File: src/design/svpq_pkg.sv
// ----------------------------------------------------------------------------
// svpq_pkg: shared types and constants of the sorted value priority queue
// Holds the capacity, the derived widths, the command codes and the command
// record that travels from the front part through the queue to the back part.
// ----------------------------------------------------------------------------
package svpq_pkg;

  localparam int CAPACITY = 16;
  localparam int IDX_W    = $clog2(CAPACITY);
  localparam int CNT_W    = $clog2(CAPACITY + 1);
  localparam int QDEPTH   = 2;
  localparam int QPTR_W   = $clog2(QDEPTH);

  typedef enum logic [1:0] {
    OP_INSERT = 2'd0,
    OP_TAKE   = 2'd1,
    OP_DROP   = 2'd2,
    OP_CLEAR  = 2'd3
  } op_e;

  typedef enum logic [1:0] {
    ST_DONE  = 2'd0,
    ST_EMPTY = 2'd1,
    ST_FULL  = 2'd2
  } status_e;

  typedef struct packed {
    op_e         op;
    logic [15:0] quantity;
    logic [15:0] cost;
    logic [31:0] key;
  } cmd_t;

endpackage

File: src/design/svpq_front.sv
// ----------------------------------------------------------------------------
// svpq_front: command intake
// Accepts an item, decodes its mode and forms the 32-bit sort key as the
// product of quantity and cost, then offers the command to the queue.
// ----------------------------------------------------------------------------
module svpq_front (
  input  logic         clk_i,
  input  logic         rst_ni,
  input  logic         start_i,
  input  logic [1:0]   mode_i,
  input  logic [15:0]  quantity_i,
  input  logic [15:0]  cost_i,
  output logic         busy_o,
  input  logic         q_full_i,
  output logic         push_o,
  output svpq_pkg::cmd_t cmd_o
);
  import svpq_pkg::*;

  logic valid_q, valid_d;
  cmd_t cmd_q;
  logic accept;

  assign busy_o = valid_q && q_full_i;
  assign accept = start_i && !busy_o;
  assign push_o = valid_q && !q_full_i;
  assign cmd_o  = cmd_q;

  always_comb begin
    valid_d = valid_q;
    if (accept) begin
      valid_d = 1'b1;
    end else if (push_o) begin
      valid_d = 1'b0;
    end
  end

  always_ff @(posedge clk_i or negedge rst_ni) begin
    if (!rst_ni) begin
      valid_q <= 1'b0;
    end else begin
      valid_q <= valid_d;
    end
  end

  always_ff @(posedge clk_i) begin
    if (accept) begin
      cmd_q.op       <= op_e'(mode_i);
      cmd_q.quantity <= quantity_i;
      cmd_q.cost     <= cost_i;
      cmd_q.key      <= 32'(quantity_i) * 32'(cost_i);
    end
  end

endmodule

File: src/design/svpq_queue.sv
// ----------------------------------------------------------------------------
// svpq_queue: command queue
// A short first-in first-out buffer of commands between intake and execution.
// ----------------------------------------------------------------------------
module svpq_queue (
  input  logic           clk_i,
  input  logic           rst_ni,
  input  logic           push_i,
  input  svpq_pkg::cmd_t wr_cmd_i,
  output logic           full_o,
  input  logic           pop_i,
  output logic           empty_o,
  output svpq_pkg::cmd_t rd_cmd_o
);
  import svpq_pkg::*;

  cmd_t              mem_q [QDEPTH];
  logic [QPTR_W-1:0] wr_ptr_q, wr_ptr_d;
  logic [QPTR_W-1:0] rd_ptr_q, rd_ptr_d;
  logic [QPTR_W:0]   fill_q, fill_d;
  logic              do_push, do_pop;

  assign full_o   = fill_q == (QPTR_W + 1)'(QDEPTH);
  assign empty_o  = fill_q == '0;
  assign do_push  = push_i && !full_o;
  assign do_pop   = pop_i && !empty_o;
  assign rd_cmd_o = mem_q[rd_ptr_q];

  always_comb begin
    wr_ptr_d = wr_ptr_q;
    rd_ptr_d = rd_ptr_q;
    fill_d   = fill_q;
    if (do_push) begin
      wr_ptr_d = (wr_ptr_q == QPTR_W'(QDEPTH - 1)) ? '0 : wr_ptr_q + 1'b1;
    end
    if (do_pop) begin
      rd_ptr_d = (rd_ptr_q == QPTR_W'(QDEPTH - 1)) ? '0 : rd_ptr_q + 1'b1;
    end
    if (do_push && !do_pop) begin
      fill_d = fill_q + 1'b1;
    end else if (do_pop && !do_push) begin
      fill_d = fill_q - 1'b1;
    end
  end

  always_ff @(posedge clk_i or negedge rst_ni) begin
    if (!rst_ni) begin
      wr_ptr_q <= '0;
      rd_ptr_q <= '0;
      fill_q   <= '0;
    end else begin
      wr_ptr_q <= wr_ptr_d;
      rd_ptr_q <= rd_ptr_d;
      fill_q   <= fill_d;
    end
  end

  always_ff @(posedge clk_i) begin
    if (do_push) begin
      mem_q[wr_ptr_q] <= wr_cmd_i;
    end
  end

endmodule

File: src/design/svpq_back.sv
// ----------------------------------------------------------------------------
// svpq_back: sorted entry array and command execution
// Keeps the entries in ascending key order in a shifting register array and
// carries out one command per cycle, registering its result.
// ----------------------------------------------------------------------------
module svpq_back (
  input  logic           clk_i,
  input  logic           rst_ni,
  input  logic           empty_i,
  output logic           pop_o,
  input  svpq_pkg::cmd_t cmd_i,
  output logic           valid_o,
  output logic [15:0]    out_quantity_o,
  output logic [15:0]    out_cost_o,
  output logic [1:0]     status_o,
  output logic [4:0]     entry_count_o,
  output logic           is_empty_o
);
  import svpq_pkg::*;

  logic [31:0]      key_q  [CAPACITY];
  logic [15:0]      qty_q  [CAPACITY];
  logic [15:0]      cost_q [CAPACITY];
  logic [31:0]      key_d  [CAPACITY];
  logic [15:0]      qty_d  [CAPACITY];
  logic [15:0]      cost_d [CAPACITY];
  logic [CAPACITY-1:0] lt;
  logic [CNT_W-1:0] count_q, count_d;
  logic [IDX_W-1:0] top_idx;
  logic             full, none, shift_en;
  logic             valid_q;
  logic [15:0]      oq_q, oq_d, oc_q, oc_d;
  status_e          st_q, st_d;

  assign pop_o   = !empty_i;
  assign full    = count_q == CNT_W'(CAPACITY);
  assign none    = count_q == '0;
  assign top_idx = IDX_W'(count_q - 1'b1);

  always_comb begin
    for (int i = 0; i < CAPACITY; i++) begin
      lt[i] = (CNT_W'(i) < count_q) && (key_q[i] < cmd_i.key);
    end
  end

  always_comb begin
    count_d  = count_q;
    oq_d     = '0;
    oc_d     = '0;
    st_d     = ST_DONE;
    shift_en = 1'b0;
    for (int i = 0; i < CAPACITY; i++) begin
      key_d[i]  = key_q[i];
      qty_d[i]  = qty_q[i];
      cost_d[i] = cost_q[i];
    end
    if (pop_o) begin
      unique case (cmd_i.op)
        OP_INSERT: begin
          if (full) begin
            st_d = ST_FULL;
          end else begin
            shift_en = 1'b1;
            count_d  = count_q + 1'b1;
            for (int i = 0; i < CAPACITY; i++) begin
              if (!lt[i]) begin
                if (i == 0 || lt[(i == 0) ? 0 : i - 1]) begin
                  key_d[i]  = cmd_i.key;
                  qty_d[i]  = cmd_i.quantity;
                  cost_d[i] = cmd_i.cost;
                end else begin
                  key_d[i]  = key_q[(i == 0) ? 0 : i - 1];
                  qty_d[i]  = qty_q[(i == 0) ? 0 : i - 1];
                  cost_d[i] = cost_q[(i == 0) ? 0 : i - 1];
                end
              end
            end
          end
        end
        OP_TAKE: begin
          if (none) begin
            st_d = ST_EMPTY;
          end else begin
            oq_d    = qty_q[top_idx];
            oc_d    = cost_q[top_idx];
            count_d = count_q - 1'b1;
          end
        end
        OP_DROP: begin
          if (none) begin
            st_d = ST_EMPTY;
          end else begin
            shift_en = 1'b1;
            count_d  = count_q - 1'b1;
            for (int i = 0; i < CAPACITY - 1; i++) begin
              key_d[i]  = key_q[i + 1];
              qty_d[i]  = qty_q[i + 1];
              cost_d[i] = cost_q[i + 1];
            end
          end
        end
        OP_CLEAR: begin
          count_d = '0;
        end
        default: begin
          st_d = ST_DONE;
        end
      endcase
    end
  end

  always_ff @(posedge clk_i or negedge rst_ni) begin
    if (!rst_ni) begin
      count_q <= '0;
      valid_q <= 1'b0;
    end else begin
      count_q <= count_d;
      valid_q <= pop_o;
    end
  end

  always_ff @(posedge clk_i) begin
    if (shift_en) begin
      for (int i = 0; i < CAPACITY; i++) begin
        key_q[i]  <= key_d[i];
        qty_q[i]  <= qty_d[i];
        cost_q[i] <= cost_d[i];
      end
    end
    oq_q <= oq_d;
    oc_q <= oc_d;
    st_q <= st_d;
  end

  assign valid_o        = valid_q;
  assign out_quantity_o = oq_q;
  assign out_cost_o     = oc_q;
  assign status_o       = st_q;
  assign entry_count_o  = 5'(count_q);
  assign is_empty_o     = count_q == '0;

  a_count_bound : assert property (@(posedge clk_i) disable iff (!rst_ni)
    count_q <= CNT_W'(CAPACITY))
    else $error("Entry count exceeds capacity.");

  a_result_follows : assert property (@(posedge clk_i) disable iff (!rst_ni)
    pop_o |=> valid_o)
    else $error("A command produced no result.");

  a_clear_empties : assert property (@(posedge clk_i) disable iff (!rst_ni)
    (pop_o && cmd_i.op == OP_CLEAR) |=> (count_q == '0))
    else $error("Clear left entries in the store.");

  a_insert_grows : assert property (@(posedge clk_i) disable iff (!rst_ni)
    (pop_o && cmd_i.op == OP_INSERT && !full) |=> (count_q == $past(count_q) + 1'b1))
    else $error("Insert did not add an entry.");

  a_lowest_ordered : assert property (@(posedge clk_i) disable iff (!rst_ni)
    (count_q >= CNT_W'(2)) |-> (key_q[0] <= key_q[1]))
    else $error("Lowest entries are out of order.");

endmodule

File: src/design/sorted_value_priority_queue_top.sv
// ----------------------------------------------------------------------------
// sorted_value_priority_queue_top: sorted priority queue of priced entries
// Stores up to CAPACITY (quantity, cost) entries ordered by quantity times
// cost and executes insert, take-largest, drop-smallest and clear commands.
// ----------------------------------------------------------------------------
// An item is taken when start_i is high and busy_o is low, and one item can be
// taken in every cycle. Each item yields exactly one result, shown with
// valid_o high for a single cycle. The item passes the intake register that
// forms the key product and the command queue, then the sorted array executes
// the command and registers the result. The sorted array finishes one command
// per cycle, so the queue never backs up and busy_o stays low in steady
// operation. Results must be captured in the cycle they are shown.
module sorted_value_priority_queue_top (
  input  logic        clk_i,
  input  logic        rst_ni,
  input  logic        start_i,
  output logic        busy_o,
  input  logic [1:0]  mode_i,
  input  logic [15:0] quantity_i,
  input  logic [15:0] cost_i,
  output logic        valid_o,
  output logic [15:0] out_quantity_o,
  output logic [15:0] out_cost_o,
  output logic [1:0]  status_o,
  output logic [4:0]  entry_count_o,
  output logic        is_empty_o
);
  import svpq_pkg::*;

  cmd_t push_cmd, pop_cmd;
  logic push, q_full, q_empty, pop;

  svpq_front u_front (
    .clk_i      (clk_i),
    .rst_ni     (rst_ni),
    .start_i    (start_i),
    .mode_i     (mode_i),
    .quantity_i (quantity_i),
    .cost_i     (cost_i),
    .busy_o     (busy_o),
    .q_full_i   (q_full),
    .push_o     (push),
    .cmd_o      (push_cmd)
  );

  svpq_queue u_queue (
    .clk_i    (clk_i),
    .rst_ni   (rst_ni),
    .push_i   (push),
    .wr_cmd_i (push_cmd),
    .full_o   (q_full),
    .pop_i    (pop),
    .empty_o  (q_empty),
    .rd_cmd_o (pop_cmd)
  );

  svpq_back u_back (
    .clk_i          (clk_i),
    .rst_ni         (rst_ni),
    .empty_i        (q_empty),
    .pop_o          (pop),
    .cmd_i          (pop_cmd),
    .valid_o        (valid_o),
    .out_quantity_o (out_quantity_o),
    .out_cost_o     (out_cost_o),
    .status_o       (status_o),
    .entry_count_o  (entry_count_o),
    .is_empty_o     (is_empty_o)
  );

endmodule
File: config.mk
export PLATFORM = sky130hd
export DESIGN_NAME = sorted_value_priority_queue_top
export DESIGN_NICKNAME = d
export VERILOG_FILES = /design/src/design/svpq_pkg.sv /design/src/design/svpq_front.sv /design/src/design/svpq_queue.sv /design/src/design/svpq_back.sv /design/src/design/sorted_value_priority_queue_top.sv
export SDC_FILE = /design/constraint.sdc
export NUM_CORES = 2
export LEC_CHECK = 0
export BUFFER_PORTS_ARGS = -buffer_cell sky130_fd_sc_hd__buf_2
export CAP_MARGIN = 25
export CORE_UTILIZATION = 50
export CTS_BUF_LIST = sky130_fd_sc_hd__clkbuf_4
export CTS_CLUSTER_SIZE = 16
export DETAILED_ROUTE_END_ITERATION = 10
export GPL_TIMING_DRIVEN = 0
export MAX_ROUTING_LAYER = met4
export PLACE_DENSITY = 0.65
export SETUP_SLACK_MARGIN = 0.4
export SLEW_MARGIN = 15
export SYNTH_ARGS = -nofsm -noshare
export SYNTH_HDL_FRONTEND = slang
export SYNTH_SLANG_ARGS = --single-unit
File: constraint.sdc
create_clock -name clk_i -period 16.46 [get_ports clk_i]
set_clock_uncertainty 0.2 [all_clocks]
set_input_delay 3.292 -clock clk_i [delete_from_list [all_inputs] [get_ports clk_i]]
set_output_delay 3.292 -clock clk_i [all_outputs]
set_load 0.005 [all_outputs]
After elaboration in Yosys (flattened, before gate mapping):

Memory sizes are Yosys's and may differ from the RTL's. A register that Yosys moved wholly into a read port is not among the register bits.
Index checks and enable logic that the tools add are counted.

* register bits after elaboration: 79
* word-level logic and storage cells: 225
* RAM bits: 1156
* output and inout bits: 42
* input bits: 37
* memories kept: 4

* magnitude comparators: 32
* $add $sub $neg: 6
* equality and inequality tests: 7
* bitwise logic cells: 2
* multiplexer cells: 128
* $mul: 1
* reduce and logical (&&, ||, !) cells: 34

Memory list
* u_back.key_q: depth 16, bits a word 32, read ports 16, clocked after Yosys merged registers in 0, wr ports 16, line svpq_back.sv:21 `logic [31:0] key_q [CAPACITY];`
* u_back.cost_q: depth 16, bits a word 16, read ports 17, clocked after Yosys merged registers in 1, wr ports 16, line svpq_back.sv:23 `logic [15:0] cost_q [CAPACITY];`
* u_back.qty_q: depth 16, bits a word 16, read ports 17, clocked after Yosys merged registers in 1, wr ports 16, line svpq_back.sv:22 `logic [15:0] qty_q [CAPACITY];`
* u_queue.mem_q: depth 2, bits a word 66, read ports 1, clocked after Yosys merged registers in 0, wr ports 1, line svpq_queue.sv:17 `cmd_t mem_q [QDEPTH];`

Operators with widths (number)
* $mux 16: 64
* $mux 256: 4
* $mux 32: 32
* $mux 512: 2
* $pmux 240 s2: 2
* $pmux 480 s2: 1
* $lt 32x32->1: 16
* $mux 240: 2
* $mux 480: 1
* $lt 4x5->1 const A: 8
* $mul 16x16->32: 1
* $logic_and 1x1->1: 22
* $lt 3x5->1 const A: 4
* $pmux 5 s3: 1
* $mux 1: 12
* $lt 1x5->1 const A: 2
* $lt 2x5->1 const A: 2
* $mux 5: 2
* $eq 2x2->1 const B: 3
* $mux 2: 3
* $add 5x1->5 const B: 1
* $eq 5x5->1 const B: 1
* $logic_not 5->1: 1
* $sub 5x1->5 const B: 1
* 14 further kinds: 22

Depth between registers and ports, before layout:

* depth in word-level cells: 8
* mapped depth: 23
* mapped depth without buffers: 21

By module:

A second synthesis with hierarchy kept.

* cells, all modules: 7512
* area total of the unflattened synthesis: 83568.9 um^2

By module, submodules not included
* svpq_back: area an instance 67902.6 um^2, times used 1, seq. area each 31580.3 um^2, cells an instance 6227
* svpq_front: area an instance 10593.9 um^2, times used 1, seq. area each 2006.9 um^2, cells an instance 1061
* svpq_queue: area an instance 5072.4 um^2, times used 1, seq. area each 4063.9 um^2, cells an instance 224

Worst setup path after synthesis:

OpenSTA, ideal clock, no wires.

* kind: flip-flop to flip-flop
* start: reg u_queue.rd_ptr_q
* end: mem u_back.cost_q[15][0] (enable)
* setup slack: 2719 ps
* setup time: 828 ps
* period minus slack after synthesis: 13741 ps
* arrival time: 12713 ps
* stages on the path, launching flop included: 15
* cells stage by stage: dfrtp_1 > buf_4 > clkbuf_1 > clkbuf_1 > mux2_2 > inv_1 > ha_1 > a21o_1 > a21o_1 > a21o_1 > a21o_1 > a21oi_1 > o21ai_0 > o21ai_0 > a2111oi_0

RTL lines
* start, declared: line svpq_queue.sv:19 `logic [QPTR_W-1:0] rd_ptr_q, rd_ptr_d;`
* start signal, assigned: line svpq_queue.sv:53 `rd_ptr_q <= rd_ptr_d;`
* end, declared: line svpq_back.sv:23

Worst setup path after layout:

* start: in quantity_i[10]
* end: reg u_front.cmd_q, in the netlist u_front.cmd_o[31], data pin

* cells in the longest elaborated chain, start to end: 1

Ends and longest elaborated chain
* start, declared: line sorted_value_priority_queue_top.sv:19 `input logic [15:0] quantity_i,`
* $mul 16x16->32: line svpq_front.sv:51 `cmd_q.key <= 32'(quantity_i) * 32'(cost_i);`
* end, declared: line svpq_front.sv:21 `cmd_t cmd_q;`

No other way between the ends.
A chain may end at the register's enable or synchronous reset.

==> flow_summary.json <==
{
  "drv_cap": 0,
  "finalWirelength_mm": 361.1,
  "first_iter_violations": 11220,
  "netlist_top_cells_area": "edfxtp_1 (44%), ha_1 (9.1%), a221o_1 (7.3%)",
  "tightest_slew_ns": 1.252,
  "vias": 72164,
  "drv_slew": 0,
  "clk_latency_ns": 1.57,
  "post-dp-hpwl_mm": 278.2,
  "fmax_ghz": 0.1066,
  "synth_edf_count": 1222,
  "die-area_mm2": 0.1695,
  "ioPinCount": 79,
  "drive_above_1_share_pct": 15.68,
  "async_reset_ff_share_pct": 0.8682,
  "post-cts-setup-buffers": 0,
  "cp_slowest_stage_delay_ns": 0.75,
  "grt_pass1_wl_mm": 504.5,
  "ys_types": 75,
  "start_util_pct": 50.63,
  "cts_tree": "yes",
  "cp-start-kind": "primary input",
  "crit_chain": "buf_2 > clkbuf_1 > nand2_1 > fa_1 > fa_1 > inv_1 > fa_1 > fa_1 > fa_1 > inv_1 > fa_1 > inv_1 > ha_1 > clkbuf_1 > and4_1 > and4_1 > a31o_2 > a21oi_1 > a31oi_1 > a211oi_1 > a21oi_1 > xnor2_1",
  "drt_pass1_iterations": 10,
  "violations": "DRC",
  "status": "finished, violations left",
  "track_usage_pct": 43.17,
  "yosysWarnings": 0,
  "cts_hold_buf": 0,
  "ys.flop_type": "edfxtp_1",
  "grt_max_degree": 39,
  "ys_top_cells_by_count": "edfxtp_1 (1222), a221o_1 (610), ha_1 (608)",
  "crit_required_ns": 17.43,
  "syn_nets": 7813,
  "path_max_fanout": 10,
  "grt.overflow.total": 0,
  "cpMostUsedCell": "fa_1",
  "syn_area_mm2": 0.08391,
  "post-route-drc-count": 3,
  "tns_ns": 0,
  "synth_seq_cells": 1267,
  "hold_class": "register to register",
  "crit_family": "adder cells",
  "yosysSeqAreaShare_pct": 44.87,
  "ant_nets": 0,
  "area_growth_pct": 11.98,
  "portBuffers": 78,
  "core_mm2": 0.1657,
  "clock-sinks": 1267,
  "yosysMostFrequentCell": "edfxtp_1",
  "ctsResizeCount": 0,
  "synth_top_cell_by_area": "edfxtp_1",
  "whs_ns": 0.2027,
  "cp_num_buf_inv": 6,
  "clk_pin_slew_ns": 0.07,
  "crit_slowest_cell": "fa_1",
  "worst_ep_arrival_time_ns": 10.35,
  "antenna_found_initial": 36,
  "finalHoldViolCount": 0,
  "finalSetupViolCount": 0,
  "cts_buffers": 370,
  "h-tree-depth": 5,
  "grt_setup_unrepaired": "false",
  "rows": 149,
  "die_h_um": 411.7,
  "vias_per_cell": 7.219,
  "synth_top_area_share_pct": 43.73,
  "nets": 8383,
  "first_global_vias": 71198,
  "fill_cells": 14164,
  "root_buffer": "clkbuf_4",
  "gp_congestion": 1.052,
  "crit_path_end_kind": "register",
  "relSlewSlack_pct": 16.54,
  "period_share_pct": 56.99,
  "dieWidth_um": 411.7,
  "clockBufferDepth": 4,
  "layout_min_cycle_time_ns": 9.381,
  "critPathKind": "primary input to register",
  "wl_per_cell_um": 36.12,
  "syn_inst": 6974,
  "avgSynthCellArea_um2": 12.03
}
[area by class of cell]
class / instances / area [um^2] / share of cell area (%)
clock inverters: 61 / 346.6 / 0.3689
flip-flops and latches: 1267 / 37650 / 40.07
diodes: 37 / 92.59 / 0.09854
clock buffers: 537 / 4031 / 4.291
multi-input cells: 4774 / 42700 / 45.45
repair buffers: 198 / 2618 / 2.786
well taps: 2189 / 2739 / 2.915
plain buffers: 652 / 2721 / 2.896
inverters: 281 / 1055 / 1.123
[stage by stage]
step	std cells	setup WS (ns)	area, um^2	util (%)
floorplan	6974	2.719	83910	-
global placement	9241	-9.924	87040	52.52
detailed placement	9339	5.761	89160	53.80
CTS	9937	7.242	93540	56.44
global route	9983	7.040	93930	56.67
finish	9996	7.079	93960	56.69
[worst register-to-register path, cell delays in order, from the launching register on]
cell	delay, ns
dfrtp_1	0.32
buf_4	0.15
clkbuf_1	0.60
clkbuf_1	0.73
mux2_2	0.59
inv_1	0.76
ha_1	0.40
a211o_1	0.27
o211ai_1	0.09
a21oi_1	0.09
o31ai_1	0.65
a211oi_1	0.25
o21ai_0	0.75
and2_1	0.45
buf_2	0.55
buf_1	0.55
buf_8	0.26
a21oi_4	0.20
buf_16	0.28
buf_16	0.19
[worst paths after layout]
| check | start | slack [ns] | to | depth (start not counted) |
|---|---|---|---|---|
| setup / recovery | quantity_i[10] | 7.08 | u_front.cmd_o[31] | 22 |
| hold / removal | u_front.cmd_o[55] | 0.20 | u_queue.mem_q[0][55] | 0 |
| setup reg to reg | u_queue.rd_ptr_q | 7.86 | u_back.key_q[6][1] | 19 |
| hold reg to reg | u_front.cmd_o[55] | 0.20 | u_queue.mem_q[0][55] | 0 |
| max in group asynchronous | rst_ni | 14.24 | u_back.entry_count_o[4] | 1 |
| min in group asynchronous | rst_ni | 1.56 | u_queue.fill_q[1] | 1 |
[routing by layer]
layer	vias up	wire length (um)	GRT usage (%)
met5	-	0	-
met4	0	21890	23.70
met3	1196	53220	16.61
met2	5893	157200	62.26
met1	35942	128800	51.75
li1	29133	-	-
[layout by cell type (no fill, tap or decap), types with 37 or more instances in the layout]
| cell type | n |
|---|---|
| inv_1 | 281 |
| o21ai_1 | 39 |
| ha_1 | 608 |
| edfxtp_1 | 1222 |
| fa_1 | 194 |
| and2_1 | 155 |
| nor2b_1 | 52 |
| buf_16 | 47 |
| nand4_1 | 84 |
| nor3_1 | 62 |
| buf_2 | 194 |
| a21oi_1 | 336 |
| a21o_1 | 188 |
| nand2_1 | 460 |
| a221o_1 | 610 |
| mux4_2 | 160 |
| nor2_1 | 116 |
| mux2i_1 | 195 |
| buf_1 | 37 |
| clkinv_1 | 46 |
| or3_1 | 39 |
| and3_1 | 71 |
| diode_2 | 37 |
| mux2_2 | 129 |
| o21bai_1 | 37 |
| clkbuf_1 | 477 |
| nor4b_1 | 385 |
| clkbuf_4 | 537 |
| o21ai_0 | 179 |
| nand3_1 | 91 |
| o31ai_1 | 108 |
| nand3b_1 | 163 |
[registers in the layout (all words and copies together) (netlist names), 2 cells and up]
| signal | flops |
|---|---|
| u_back.status_o | 2 |
| u_back.qty_q | 256 |
| u_back.key_q | 512 |
| u_back.out_cost_o | 16 |
| u_queue.mem_q | 132 |
| u_back.cost_q | 256 |
| u_queue.fill_q | 2 |
| u_front.cmd_o | 66 |
| u_back.entry_count_o | 5 |
| u_back.out_quantity_o | 16 |
[cell families (layout without fill, tap and decap cells)]
kind of cell	count (synthesis)	after routing	synth area share, %
AND/OR/NAND/NOR	1731	1731	12.41
adder cells (fa/ha/maj)	802	802	13.69
buffers and inverters	933	1729	4.475
AO/OA/AOI/OAI	1725	1725	15.84
flip-flops	1267	1267	44.87
other	0	37	0
multiplexers	485	485	8.379
XOR/XNOR	31	31	0.3236
Power is left out: the tool's default activity adds up to more than one toggle a clock period on the data nets, which glitch-free logic cannot reach.
